`config.mk`:
```
export PLATFORM = sky130hd
export DESIGN_NAME = gray_quantize_bitpack_core_flat
export DESIGN_NICKNAME = d
export VERILOG_FILES = /design/src/rtl/gqb_pkg.sv /design/src/rtl/gqb_pix_if.sv /design/src/rtl/gqb_byte_if.sv /design/src/rtl/gqb_lane.sv /design/src/rtl/gqb_pack.sv /design/src/rtl/gray_quantize_bitpack_core.sv /design/src/flat_wrapper.sv
export SDC_FILE = /design/constraint.sdc
export NUM_CORES = 1
export LEC_CHECK = 0
export ABC_CLOCK_PERIOD_IN_PS = 13060
export BUFFER_PORTS_ARGS = -buffer_cell sky130_fd_sc_hd__buf_2
export CORE_MARGIN = 2
export CORE_UTILIZATION = 58
export CTS_CLUSTER_DIAMETER = 60
export DETAILED_ROUTE_END_ITERATION = 6
export PLACE_DENSITY = 0.79
export SLEW_MARGIN = 20
export SYNTH_ARGS = -nofsm -noshare
export SYNTH_HDL_FRONTEND = slang
export SYNTH_SLANG_ARGS = --single-unit
```
`constraint.sdc`:
```
create_clock -name clk_i -period 13.06 [get_ports clk_i]
set_input_delay 2.612 -clock clk_i [delete_from_list [all_inputs] [get_ports clk_i]]
set_output_delay 2.612 -clock clk_i [all_outputs]
set_load 0.02 [all_outputs]
```
`src/rtl/gqb_pkg.sv`:
```
// ----------------------------------------------------------------------------
// gqb_pkg
// Shared types, constants and helpers for the gray quantize bit pack core.
// ----------------------------------------------------------------------------
package gqb_pkg;

  localparam int unsigned NumLanes = 3;

  typedef enum logic [1:0] {
    BITS_1,
    BITS_2,
    BITS_4,
    BITS_8
  } bits_sel_e;

  // register index codes, decoded from paddr[2]
  localparam logic REG_GRAY_MODE   = 1'b0;
  localparam logic REG_BITS_SELECT = 1'b1;

  localparam logic [17:0] LUMA_R    = 18'd213;
  localparam logic [17:0] LUMA_G    = 18'd715;
  localparam logic [17:0] LUMA_B    = 18'd72;
  localparam logic [17:0] LUMA_HALF = 18'd500;

  // x / 1000 == (x * 268436) >> 28 for x < 2^18
  localparam logic [36:0] LUMA_RECIP = 37'd268436;
  localparam int unsigned LumaShift  = 28;

  // x / 255 == (x * 4113) >> 20 for x < 4096
  localparam logic [11:0] QUANT_HALF  = 12'd127;
  localparam logic [24:0] QUANT_RECIP = 25'd4113;
  localparam int unsigned QuantShift  = 20;

  typedef struct packed {
    logic row_end;
    logic frame_end;
  } flags_t;

  typedef struct packed {
    logic [7:0] data;
    logic       row_last;
    logic       frame_last;
    logic       run_last;
  } out_ent_t;

  function automatic logic [3:0] bit_count(input bits_sel_e sel);
    logic [3:0] n;
    n = 4'd1 << sel;
    return n;
  endfunction

endpackage

```
`src/rtl/gqb_pix_if.sv`:
```
// ----------------------------------------------------------------------------
// gqb_pix_if
// Pixel channel: one RGB pixel with row and frame markers per transfer.
// ----------------------------------------------------------------------------
interface gqb_pix_if;
  logic       valid;
  logic       ready;
  logic [7:0] red;
  logic [7:0] green;
  logic [7:0] blue;
  logic       row_end;
  logic       frame_end;

  modport source (output valid, red, green, blue, row_end, frame_end, input ready);
  modport sink   (input valid, red, green, blue, row_end, frame_end, output ready);
endinterface

```
`src/rtl/gqb_byte_if.sv`:
```
// ----------------------------------------------------------------------------
// gqb_byte_if
// Byte channel: one packed byte with its end markers per transfer.
// ----------------------------------------------------------------------------
interface gqb_byte_if;
  logic       valid;
  logic       ready;
  logic [7:0] out_byte;
  logic       row_last;
  logic       frame_last;
  logic       run_last;

  modport source (output valid, out_byte, row_last, frame_last, run_last, input ready);
  modport sink   (input valid, out_byte, row_last, frame_last, run_last, output ready);
endinterface

```
`src/rtl/gqb_lane.sv`:
```
// ----------------------------------------------------------------------------
// gqb_lane
// One quantizer lane: (v * max + 127) / 255 at 1, 2 or 4 bits, pass at 8.
// ----------------------------------------------------------------------------
module gqb_lane (
  input  logic [7:0]         smp_i,
  input  gqb_pkg::bits_sel_e bsel_i,
  output logic [7:0]         q_o
);
  import gqb_pkg::*;

  logic [3:0]  nbits;
  logic [7:0]  qmax;
  logic [11:0] scaled;
  logic [24:0] prod;
  logic [7:0]  quot;

  always_comb begin
    nbits  = bit_count(bsel_i);
    qmax   = 8'((9'd1 << nbits) - 9'd1);
    scaled = (12'(smp_i) << nbits) - 12'(smp_i) + QUANT_HALF;
    prod   = 25'(scaled) * QUANT_RECIP;
    quot   = 8'(prod[24:QuantShift]);
    if (bsel_i == BITS_8) begin
      q_o = smp_i;
    end else begin
      q_o = quot & qmax;
    end
  end

endmodule

```
`src/rtl/gqb_pack.sv`:
```
// ----------------------------------------------------------------------------
// gqb_pack
// Merges the lane samples into bytes, MSB first, and holds up to three
// finished bytes in a shift buffer draining one byte per cycle on out_ready_i.
// ----------------------------------------------------------------------------
module gqb_pack (
  input  logic               clk_i,
  input  logic               rst_ni,
  input  logic               valid_i,
  output logic               ready_o,
  input  logic [7:0]         q_i [3],
  input  gqb_pkg::flags_t    flags_i,
  input  logic               gray_i,
  input  gqb_pkg::bits_sel_e bsel_i,
  output logic               out_valid_o,
  input  logic               out_ready_i,
  output gqb_pkg::out_ent_t  out_ent_o
);
  import gqb_pkg::*;

  logic [3:0] bp_q, bp_d;
  logic [7:0] pb_q, pb_d;
  logic [1:0] cnt_q;
  out_ent_t   ent_q [3];
  out_ent_t   em [3];
  logic [1:0] k;
  logic [1:0] kl;
  logic [3:0] nbits;
  logic [15:0] sh;
  logic       row_done;
  logic       load;
  logic       pop;

  always_comb begin
    nbits    = bit_count(bsel_i);
    bp_d     = bp_q;
    pb_d     = pb_q;
    k        = '0;
    kl       = '0;
    sh       = '0;
    row_done = flags_i.row_end | flags_i.frame_end;
    for (int i = 0; i < NumLanes; i++) begin
      em[i] = '0;
    end
    for (int i = 0; i < NumLanes; i++) begin
      if (i == 0 || !gray_i) begin
        if (bp_d > 4'd8 || nbits > bp_d) begin
          bp_d = 4'd8;
          pb_d = '0;
        end
        if (bp_d == 4'd8) begin
          pb_d = '0;
        end
        bp_d = bp_d - nbits;
        sh   = 16'(q_i[i]) << bp_d;
        pb_d = pb_d | sh[7:0];
        if (bp_d == 4'd0) begin
          em[k].data = pb_d;
          k    = k + 2'd1;
          pb_d = '0;
          bp_d = 4'd8;
        end
      end
    end
    if (row_done && bp_d < 4'd8) begin
      em[k].data = pb_d;
      k    = k + 2'd1;
      pb_d = '0;
      bp_d = 4'd8;
    end
    if (k != 2'd0) begin
      kl = k - 2'd1;
      em[kl].row_last   = row_done;
      em[kl].frame_last = flags_i.frame_end;
      em[kl].run_last   = 1'b1;
    end
  end

  assign ready_o     = (cnt_q == 2'd0) || (cnt_q == 2'd1 && out_ready_i);
  assign load        = valid_i && ready_o;
  assign pop         = (cnt_q != 2'd0) && out_ready_i;
  assign out_valid_o = cnt_q != 2'd0;
  assign out_ent_o   = ent_q[0];

  always_ff @(posedge clk_i or negedge rst_ni) begin
    if (!rst_ni) begin
      bp_q  <= 4'd8;
      pb_q  <= '0;
      cnt_q <= '0;
    end else if (load) begin
      bp_q  <= bp_d;
      pb_q  <= pb_d;
      cnt_q <= k;
    end else if (pop) begin
      cnt_q <= cnt_q - 2'd1;
    end
  end

  always_ff @(posedge clk_i) begin
    if (load) begin
      ent_q <= em;
    end else if (pop) begin
      ent_q[0] <= ent_q[1];
      ent_q[1] <= ent_q[2];
    end
  end

endmodule

```
`src/rtl/gray_quantize_bitpack_core.sv`:
```
// ----------------------------------------------------------------------------
// gray_quantize_bitpack_core
// Luma or RGB quantize and bit pack of a pixel stream into bytes.
// ----------------------------------------------------------------------------
// pix_i takes one RGB pixel per transfer with row_end and frame_end markers;
// byte_o gives packed bytes, samples MSB first, with row_last, frame_last and
// run_last on the last byte of a pixel. gray_mode and bits_select are set
// over the APB port (0x0 and 0x4); the user must set them only while the core
// is idle, which the core itself has no check for. Pipeline: luma sum,
// divide by 1000, three quantizer lanes, then the packer; a pixel passes
// the stage 1, 2 and 3 registers and the output buffer before its first
// byte shows on byte_o. The packer loads one pixel's bytes (zero to three)
// into a three-entry output buffer and byte_o drains one byte per cycle while
// ready; the packer takes the next pixel once the buffer is empty or its last
// byte is taken: one pixel per cycle in gray mode while byte_o is ready,
// and 8-bit RGB bound by the byte-wide output. When byte_o stalls the buffer
// holds and the stall walks back through the pipeline registers to
// pix_i.ready; no data is dropped. Reset clears the pipeline, empties the
// byte being packed and sets gray_mode to 1 and bits_select to 8 bits.
// ----------------------------------------------------------------------------
module gray_quantize_bitpack_core (
  input  logic        clk_i,
  input  logic        rst_ni,
  gqb_pix_if.sink     pix_i,
  gqb_byte_if.source  byte_o,
  input  logic        psel,
  input  logic        penable,
  input  logic        pwrite,
  input  logic [2:0]  paddr,
  input  logic [31:0] pwdata,
  output logic [31:0] prdata,
  output logic        pready
);
  import gqb_pkg::*;

  logic      gray_q;
  bits_sel_e bsel_q;
  logic      wr_en;

  logic        s1_v_q, s2_v_q, s3_v_q;
  logic        s1_ready, s2_ready, s3_ready, pack_ready;
  logic [17:0] s1_sum_q, sum_d;
  logic [7:0]  s1_rgb_q [3];
  flags_t      s1_flags_q, s2_flags_q, s3_flags_q;
  logic [36:0] luma_prod;
  logic [7:0]  smp_d [3];
  logic [7:0]  s2_smp_q [3];
  logic [7:0]  q_d [3];
  logic [7:0]  s3_q_q [3];
  out_ent_t    out_ent;

  // configuration
  assign pready = 1'b1;
  assign wr_en  = psel && penable && pwrite;

  always_ff @(posedge clk_i or negedge rst_ni) begin
    if (!rst_ni) begin
      gray_q <= 1'b1;
      bsel_q <= BITS_8;
    end else if (wr_en) begin
      case (paddr[2])
        REG_GRAY_MODE:   gray_q <= pwdata[0];
        REG_BITS_SELECT: bsel_q <= bits_sel_e'(pwdata[1:0]);
        default: ;
      endcase
    end
  end

  always_comb begin
    case (paddr[2])
      REG_GRAY_MODE:   prdata = {31'd0, gray_q};
      REG_BITS_SELECT: prdata = {30'd0, bsel_q};
      default:         prdata = '0;
    endcase
  end

  // pipeline handshake
  assign s3_ready    = !s3_v_q || pack_ready;
  assign s2_ready    = !s2_v_q || s3_ready;
  assign s1_ready    = !s1_v_q || s2_ready;
  assign pix_i.ready = s1_ready;

  always_ff @(posedge clk_i or negedge rst_ni) begin
    if (!rst_ni) begin
      s1_v_q <= 1'b0;
      s2_v_q <= 1'b0;
      s3_v_q <= 1'b0;
    end else begin
      if (s1_ready) s1_v_q <= pix_i.valid;
      if (s2_ready) s2_v_q <= s1_v_q;
      if (s3_ready) s3_v_q <= s2_v_q;
    end
  end

  // stage 1: weighted luma sum
  assign sum_d = 18'(pix_i.red) * LUMA_R + 18'(pix_i.green) * LUMA_G
               + 18'(pix_i.blue) * LUMA_B + LUMA_HALF;

  always_ff @(posedge clk_i) begin
    if (s1_ready && pix_i.valid) begin
      s1_sum_q    <= sum_d;
      s1_rgb_q[0] <= pix_i.red;
      s1_rgb_q[1] <= pix_i.green;
      s1_rgb_q[2] <= pix_i.blue;
      s1_flags_q  <= '{row_end: pix_i.row_end, frame_end: pix_i.frame_end};
    end
  end

  // stage 2: divide by 1000, select samples
  assign luma_prod = 37'(s1_sum_q) * LUMA_RECIP;

  always_comb begin
    smp_d[0] = gray_q ? luma_prod[LumaShift +: 8] : s1_rgb_q[0];
    smp_d[1] = s1_rgb_q[1];
    smp_d[2] = s1_rgb_q[2];
  end

  always_ff @(posedge clk_i) begin
    if (s2_ready && s1_v_q) begin
      s2_smp_q   <= smp_d;
      s2_flags_q <= s1_flags_q;
    end
  end

  // stage 3: quantizer lanes
  for (genvar i = 0; i < NumLanes; i++) begin : g_lane
    gqb_lane u_lane (
      .smp_i  (s2_smp_q[i]),
      .bsel_i (bsel_q),
      .q_o    (q_d[i])
    );
  end

  always_ff @(posedge clk_i) begin
    if (s3_ready && s2_v_q) begin
      s3_q_q     <= q_d;
      s3_flags_q <= s2_flags_q;
    end
  end

  // merge and output buffer
  gqb_pack u_pack (
    .clk_i       (clk_i),
    .rst_ni      (rst_ni),
    .valid_i     (s3_v_q),
    .ready_o     (pack_ready),
    .q_i         (s3_q_q),
    .flags_i     (s3_flags_q),
    .gray_i      (gray_q),
    .bsel_i      (bsel_q),
    .out_valid_o (byte_o.valid),
    .out_ready_i (byte_o.ready),
    .out_ent_o   (out_ent)
  );

  assign byte_o.out_byte   = out_ent.data;
  assign byte_o.row_last   = out_ent.row_last;
  assign byte_o.frame_last = out_ent.frame_last;
  assign byte_o.run_last   = out_ent.run_last;

endmodule
```
`src/flat_wrapper.sv`:
```
// flat-port wrapper written by rule: the top's interface ports become plain ports
module gray_quantize_bitpack_core_flat import gqb_pkg::*;
  (clk_i, rst_ni, psel, penable, pwrite, paddr, pwdata, prdata, pready, pix_i_valid, pix_i_red, pix_i_green, pix_i_blue, pix_i_row_end, pix_i_frame_end, pix_i_ready, byte_o_valid, byte_o_out_byte, byte_o_row_last, byte_o_frame_last, byte_o_run_last, byte_o_ready);
  gqb_pix_if pix_i_i ();
  gqb_byte_if byte_o_i ();
  input  logic clk_i;
  input  logic rst_ni;
  input  logic psel;
  input  logic penable;
  input  logic pwrite;
  input  logic [2:0] paddr;
  input  logic [31:0] pwdata;
  output logic [31:0] prdata;
  output logic pready;
  input wire logic [$bits(pix_i_i.valid)-1:0] pix_i_valid;
  input wire logic [$bits(pix_i_i.red)-1:0] pix_i_red;
  input wire logic [$bits(pix_i_i.green)-1:0] pix_i_green;
  input wire logic [$bits(pix_i_i.blue)-1:0] pix_i_blue;
  input wire logic [$bits(pix_i_i.row_end)-1:0] pix_i_row_end;
  input wire logic [$bits(pix_i_i.frame_end)-1:0] pix_i_frame_end;
  output wire logic [$bits(pix_i_i.ready)-1:0] pix_i_ready;
  output wire logic [$bits(byte_o_i.valid)-1:0] byte_o_valid;
  output wire logic [$bits(byte_o_i.out_byte)-1:0] byte_o_out_byte;
  output wire logic [$bits(byte_o_i.row_last)-1:0] byte_o_row_last;
  output wire logic [$bits(byte_o_i.frame_last)-1:0] byte_o_frame_last;
  output wire logic [$bits(byte_o_i.run_last)-1:0] byte_o_run_last;
  input wire logic [$bits(byte_o_i.ready)-1:0] byte_o_ready;
  assign pix_i_i.valid = pix_i_valid;
  assign pix_i_i.red = pix_i_red;
  assign pix_i_i.green = pix_i_green;
  assign pix_i_i.blue = pix_i_blue;
  assign pix_i_i.row_end = pix_i_row_end;
  assign pix_i_i.frame_end = pix_i_frame_end;
  assign pix_i_ready = pix_i_i.ready;
  assign byte_o_valid = byte_o_i.valid;
  assign byte_o_out_byte = byte_o_i.out_byte;
  assign byte_o_row_last = byte_o_i.row_last;
  assign byte_o_frame_last = byte_o_i.frame_last;
  assign byte_o_run_last = byte_o_i.run_last;
  assign byte_o_i.ready = byte_o_ready;
  gray_quantize_bitpack_core u_core (.clk_i(clk_i), .rst_ni(rst_ni), .pix_i(pix_i_i), .byte_o(byte_o_i), .psel(psel), .penable(penable), .pwrite(pwrite), .paddr(paddr), .pwdata(pwdata), .prdata(prdata), .pready(pready));
endmodule
```
==> key figures, run 1 <==
Synthesis
  • Yosys reg bits: 149
  • Post-synth EDFFs: 129
  • YS warnings: 0
  • Yosys cell types: 86
  • Top_reg_cell synth: edfxtp_1
  • Mapped Area: 0.0199 mm2
  • Synth async-reset ratio: 13.4%
  • Syn Inst Count: 2,050
  • Post-synthesis sequential area ratio: 22.0%
  • Mean post-synth cell area: 9.71 um2

Timing
  • Final setup vio count: 0
  • Fmax: 81.7 MHz
  • Fin crit share: 93.7%
  • Max-slew headroom: 27.3%
  • Fin Setup TNS: 0 ns
  • Unrepaired setup endpoints after global routing: no
  • Final hold violations: 0
  • Hold WS: 0.418 ns
  • Layout Skew: 0.0124 ns
  • Worst-Margin Slew: 1.09 ns
  • Fin. max-slew vios: 0
  • Final min period: 12.24 ns

CTS
  • CTS H-tree depth: 4
  • Clock-pin slew of the registers on the worst-case setup and hold paths: 0.07 ns
  • Clk Latency, worst-skew pair: 0.44 ns
  • Clk buf depth: 2
  • Root buffer cell: clkbuf_16
  • TritonCTS Sinks: 149
  • Hold buffers post-CTS: 0
  • CTS buffer count: 17
  • CTS tree: built

Drt
  • WL/cell: 17.5 um
  • DRT Pass-1 Iters: 6
  • Drc violations: 0
  • Post-route ant nets: 0
  • Vias: 14,835
  • Initial DRC Count: 1,138
  • Final WL: 44.5 mm
  • Routed vias/inst: 5.83

Die
  • Die ar.: 0.0358 mm2
  • Die height: 189 um
  • Initial Utilization: 59.0%
  • Die W: 189 um
  • Placement Rows: 67
  • Ports: 114
  • Core outline area: 0.0337 mm2

Global routing
  • First-pass GRT wire length: 74.3 mm
  • Total congestion overflow: 0
  • Largest net degree at the start of global routing: 45
  • Antenna violations before repair: 0
  • Vias in the first global route: 15,467
  • Total Routing Usage GR: 25.8%

Worst setup path
  • CP most frequent cell: ha_1
  • Worst reg2reg path endpoint: u_core.u_pack.out_ent_o[10]$_DFFE_PP_
  • Critical path arrival: 12.42 ns
  • R2r setup slk: 0.82 ns
  • Nature of the critical path endpoint: flip-flop
  • Critical path required time: 13.24 ns
  • Maximum fanout along the worst path: 25
  • Worst setup path class: flip-flop to flip-flop
  • RR Startpoint: u_core.bsel_q[1]$_DFFE_PN1P_
  • Reg2reg path depth: 47
  • Crit-path slowest cell: dfstp_4
  • Startpoint Class: flip-flop
  • Critical path's largest stage delay: 0.80 ns

Hold path
  • Hold endpoint: u_core.s2_smp_q[1]$_DFFE_PP_
  • Worst Hold Depth: 0
  • Min-Delay Startpoint: u_core.s1_rgb_q[2][1]$_DFFE_PP_
  • Worst min path class: flip-flop to flip-flop

Placed design
  • Placed wire-length estimate: 35.9 mm
  • Final GP Congestion: 0.955
  • Port Buffer Count: 50

Cells and area
  • ANT cells: 0
  • Share of post-route cells with drive strength above 1: 8.45%
  • Most common cell after layout, fill and taps aside: ha_1
  • Layout area overhead: 6.16%
  • Fin nets: 2,697
  • Most frequent cells in the layout: ha_1, inv_1, edfxtp_1

Status
  • Status: complete, no violations

Job
  • Max cap viols: 0
==> layer usage <==
metal / share of wire (%) / track usage [%] / routed length (um) / up-vias
li1: - / - / - / 7122
met1: 44 / 33.4 / 19600 / 7213
met2: 48 / 44.5 / 21400 / 416
met3: 5.5 / 4.11 / 2460 / 84
met4: 2.3 / 7.66 / 1030 / 0
met5: 0 / 0 / 0 / -
==> kinds of logic (layout without fill, tap and decap cells) <==
logic type / count (synthesis) / after routing / share of synthesized area (%)
adders and majority gates: 547 / 547 / 39.2
buffers and inverters: 453 / 466 / 9.41
AOI/OAI and AO/OA: 386 / 386 / 12.9
and+or+nand+nor: 363 / 363 / 8.82
DFF: 149 / 149 / 22.0
muxes: 76 / 76 / 4.43
xor gates and xnor gates: 74 / 74 / 3.26
other: 2 / 34 / 0.0377
==> critical path: cells and delay by family (launching register included) <==
kind / cells / cell delay, ns
mux: 4 / 1.08
flops: 1 / 0.80
xor+xnor: 2 / 0.44
fa+ha+maj: 8 / 2.48
simple gates: 17 / 3.51
compound gates: 13 / 3.34
buf+inv: 3 / 0.32
==> cell usage after synthesis (all sizes together), types with 5 or more instances <==
cell    number  area [um2]
buf         57         387
o31a         5        43.8
mux2        23         259
ha         420        5260
nand3       30         150
nand2b      11        68.8
a22oi       13        97.6
or2          8        50.1
fa         127        2540
a21boi       9        67.6
o211ai      13        97.6
o21ai       93         465
xor2        14         123
mux4         7         158
a221oi       6        70.1
inv        358        1340
a21oi       99         495
nor3b        5        37.5
nand2      116         435
o21a         7        52.6
and3        20         125
a31oi        5        31.3
clkbuf      37         139
a22o         8        70.1
dfrtp       16         400
a21o        32         240
nor3        17        85.1
and2        10        62.6
edfxtp     129        3870
nand4       14        87.6
o221ai      15         131
a211o        8        70.1
or3          5        31.3
o21bai      17         128
mux2i       46         464
nor2b       15         109
xnor2       60         526
o32ai        5        62.6
nor2        95         357
o22ai       15        93.8
==> repair_timing <==
action / CTS / global route
endpoints found under the setup margin: 0 / 34
buffers inserted: 0 / 3
gates resized for setup: 0 / 11
==> flip-flops by register name (all words and copies together), names as in the netlist, 2 cells and up <==
signal	count
u_core.s1_rgb_q	24
u_core.s2_smp_q	24
u_core.s3_q_q	24
u_core.u_pack.ent_q	22
u_core.s1_sum_q	18
u_core.u_pack.out_ent_o	11
u_core.u_pack.pb_q	8
u_core.u_pack.bp_q	4
u_core.bsel_q	2
u_core.s1_flags_q	2
u_core.s2_flags_q	2
u_core.s3_flags_q	2
u_core.u_pack.cnt_q	2
==> worst max path at each step <==
stage	from	endpoint	cells after the start
after floorplan	u_core.bsel_q[0]$_DFFE_PN1P_	u_core.u_pack.out_ent_o[8]$_DFFE_PP_	57
after global placement	u_core.bsel_q[1]$_DFFE_PN1P_	u_core.u_pack.out_ent_o[8]$_DFFE_PP_	52
after detailed placement	u_core.bsel_q[1]$_DFFE_PN1P_	u_core.u_pack.ent_q[14]$_DFFE_PP_	52
after CTS	u_core.bsel_q[1]$_DFFE_PN1P_	u_core.u_pack.ent_q[14]$_DFFE_PP_	52
after global routing	u_core.bsel_q[1]$_DFFE_PN1P_	u_core.u_pack.out_ent_o[8]$_DFFE_PP_	55
final	u_core.bsel_q[1]$_DFFE_PN1P_	u_core.u_pack.out_ent_o[10]$_DFFE_PP_	47
==> layout make-up <==
class / instances / area [um2]
multi-input combinational: 1480 / 13800
tap: 448 / 561
fill: 2735 / 12600
clock inverter: 14 / 140
inverter: 359 / 1350
timing repair buffer: 75 / 438
sequential: 149 / 4380
clock buffer: 18 / 429
==> per-stage QoR <==
step	utilization (%)	area (um2)	setup slack, ns	std cells
floorplan	-	20000	0.847	2082
CTS	62.5	21100	0.306	2540
global placement	60.8	20500	0.755	2508
global route	62.7	21100	0.0326	2543
finish	62.7	21100	0.819	2543
detailed placement	60.8	20500	0.450	2508
Power of run 1 is not shown: default switching activity piles up to over one toggle a cycle in this logic, so the estimate is an artifact.
==> inputs of run 2 (changes only) <==
Settings changed: CORE_ASPECT_RATIO set to 2.
==> run 2 against run 1 <==
  * Final cell count hardly changed
  * Clock skew decreased by 0.0010 ns
  * Final area hardly changed
  * Hold slack got worse by 0.00054 ns
  * The run now ends with design-rule violations left
  * Non-clock buffer count grew 5
  * First-iteration DRC count shrank 37%
  * Count of clock-buffer cells in the layout grew 1
  * Core utilization fell by 0.74 points
==> key figures, run 2 (synthesized netlist as in run 1, its figures left out) <==
CTS
  • Clock-pin slew of the registers on the worst-case setup and hold paths: 0.07 ns (about the same)
  • Clk buf depth: 2 (unchanged)
  • Root buffer cell: clkbuf_16
  • CTS tree: built
  • CTS buffer count: 17 (unchanged)
  • Clk Latency, worst-skew pair: 0.46 ns (+0.02 ns)
  • CTS H-tree depth: 4 (unchanged)
  • TritonCTS Sinks: 149 (unchanged)

Global routing
  • Total Routing Usage GR: 29.7% (+3.9 points)
  • First-pass GRT wire length: 82.5 mm (+11%)
  • Largest net degree at the start of global routing: 45 (unchanged)
  • Total congestion overflow: 0 (unchanged)
  • Antenna violations before repair: 0 (unchanged)
  • Vias in the first global route: 16,834 (+8.8%)

Drt
  • Vias: 15,360 (+3.5%)
  • WL/cell: 20.1 um (+15%)
  • Routed vias/inst: 6.04 (+3.6%)
  • Drc violations: 5 (+5)
  • Final WL: 51.0 mm (+15%)
  • DRT Pass-1 Iters: 7 (+1)
  • Initial DRC Count: 716 (-37%)
  • Post-route ant nets: 0 (unchanged)

Timing
  • Final hold violations: 0 (unchanged)
  • Layout Skew: 0.0114 ns (-0.00103 ns)
  • Final setup vio count: 0 (unchanged)
  • Final min period: 12.40 ns (+0.161 ns)
  • Fin crit share: 95.0% (+1.2 points)
  • Fmax: 80.6 MHz (-1.3%)
  • Fin Setup TNS: 0 ns (unchanged)
  • Worst-Margin Slew: 1.09 ns (-0.00223 ns)
  • Unrepaired setup endpoints after global routing: no
  • Max-slew headroom: 26.8% (-0.54 points)
  • Fin. max-slew vios: 0 (unchanged)

Cells and area
  • Most frequent cells in the layout: ha_1, inv_1, edfxtp_1
  • Layout area overhead: 6.19% (about the same)
  • ANT cells: 0 (unchanged)
  • Fin nets: 2,702 (+0.19%)
  • Share of post-route cells with drive strength above 1: 8.19% (-0.26 points)
  • Most common cell after layout, fill and taps aside: ha_1
  • Fin area: 0.0211 mm2 (about the same)
  • FILL cells: 2,838 (+3.8%)
  • Largest registers: u_core.s1_rgb_q: 24 flops, u_core.s2_smp_q: 24 flops, u_core.s3_q_q: 24 flops
  • Register area: 0.00439 mm2 (about the same)
  • Multi-input gate area in the final layout: 0.0138 mm2 (-0.33%)

Placed design
  • Final GP Congestion: 1.00 (+4.9%)
  • Placed wire-length estimate: 42.2 mm (+18%)
  • Post-place instance area: 0.0205 mm2 (+0.25%)
  • Port Buffer Count: 50 (unchanged)

Worst setup path
  • Crit path buf inv count: 5 (+2)
  • Startpoint Class: flip-flop
  • Worst Setup SP: u_core.bsel_q[1]$_DFFE_PN1P_
  • Critical path's largest stage delay: 0.85 ns (+0.05 ns)
  • Crit-path slowest cell: dfstp_4
  • CP Depth: 53 (+13%)
  • RR Startpoint: u_core.bsel_q[1]$_DFFE_PN1P_
  • Nature of the critical path endpoint: flip-flop
  • Reg2reg path depth: 53 (+13%)
  • Worst setup path class: flip-flop to flip-flop
  • Maximum fanout along the worst path: 35 (+40%)
  • Critical path required time: 13.24 ns (about the same)
  • Delay-heaviest family, CP: simple AND/OR/NAND/NOR gates
  • CP most frequent cell: ha_1
  • Critical path arrival: 12.59 ns (+0.17 ns)

Hold path
  • Worst Hold Depth: 0 (unchanged)
  • Worst min path class: flip-flop to flip-flop
  • Min-Delay Startpoint: u_core.s1_rgb_q[2][4]$_DFFE_PP_

Status
  • Status: complete, but fails checks
  • Failing checks: design-rule violations

Die
  • Core outline area: 0.0341 mm2 (+1.2%)
  • Placement Rows: 96 (+43%)
  • Die height: 266 um (+41%)
  • Die ar.: 0.0359 mm2 (+0.25%)
  • Initial Utilization: 58.3% (-0.71 points)
  • Ports: 114 (unchanged)
  • Die W: 135 um (-29%)

Job
  • Max cap viols: 0 (unchanged)
[run 2: changes by cell type in the layout (fill, tap and decap cells not counted), sizes merged]
cell / delta
clkbuf: +1
buf: +5
bufinv: +1
inv: -5
clkinv: +3
[run 2: per-layer routing]
metal | vias up | part of all wire, % | GRT usage, %
met2 | 500 | 55 | 56.9
met1 | 7452 | 31 | 25.3
li1 | 7120 | - | -
met5 | - | 0 | 0
met4 | 0 | 10 | 25.9
met3 | 288 | 4.1 | 5.54
[run 2: layout make-up]
type | count | area share [%]
Multi-Input combinational cell | 1480 | 65.2
Clock inverter | 13 | 0.699
Sequential cell | 149 | 20.8
Timing Repair Buffer | 80 | 2.25
Inverter | 359 | 6.38
Tap cell | 441 | 2.61
Clock buffer | 19 | 2.10
[run 2: path summary, 6_finish.rpt]
kind                                                         to  slack, ns
setup reg to reg           u_core.u_pack.out_ent_o[8]$_DFFE_PP_       0.66
hold / removal                     u_core.s2_smp_q[4]$_DFFE_PP_       0.42
setup / recovery           u_core.u_pack.out_ent_o[8]$_DFFE_PP_       0.66
min in group asynchronous     u_core.u_pack.pb_q[1]$_DFFE_PN0P_       2.18
max in group asynchronous             u_core.s3_v_q$_DFFE_PN0P_      10.46
hold reg to reg                    u_core.s2_smp_q[4]$_DFFE_PP_       0.42
[run 2: what timing repair did]
action / 4_1_cts / 5_1_grt
resized for setup: 0 / 2
hold buffers: 0 / 0
endpoints found under the setup margin: 0 / 15
buffers inserted: 0 / 0
[run 2: worst reg2reg max path, delay by kind of cell (launching register included)]
family | cells | cell delay [ns]
AO/OA/AOI/OAI | 14 | 3.16
multiplexers | 2 | 0.42
flip-flops | 1 | 0.85
adder cells (fa/ha/maj) | 8 | 1.88
buffers and inverters | 5 | 0.47
AND/OR/NAND/NOR | 21 | 4.76
XOR/XNOR | 3 | 0.57
[run 2: per-stage QoR]
step           worst slack, ns  std cells  hold slack (ns)  util [%]
6_report                 0.659       2541            0.418      61.9
3_5_place_dp             0.618       2509            0.405      60.2
2_1_floorplan            0.847       2082            0.400         -
4_1_cts                  0.539       2541            0.418      61.9
5_1_grt                 0.0375       2541            0.425      61.9
3_3_place_gp             0.841       2509            0.401      60.2
Power of run 2 is left out for the same reason.
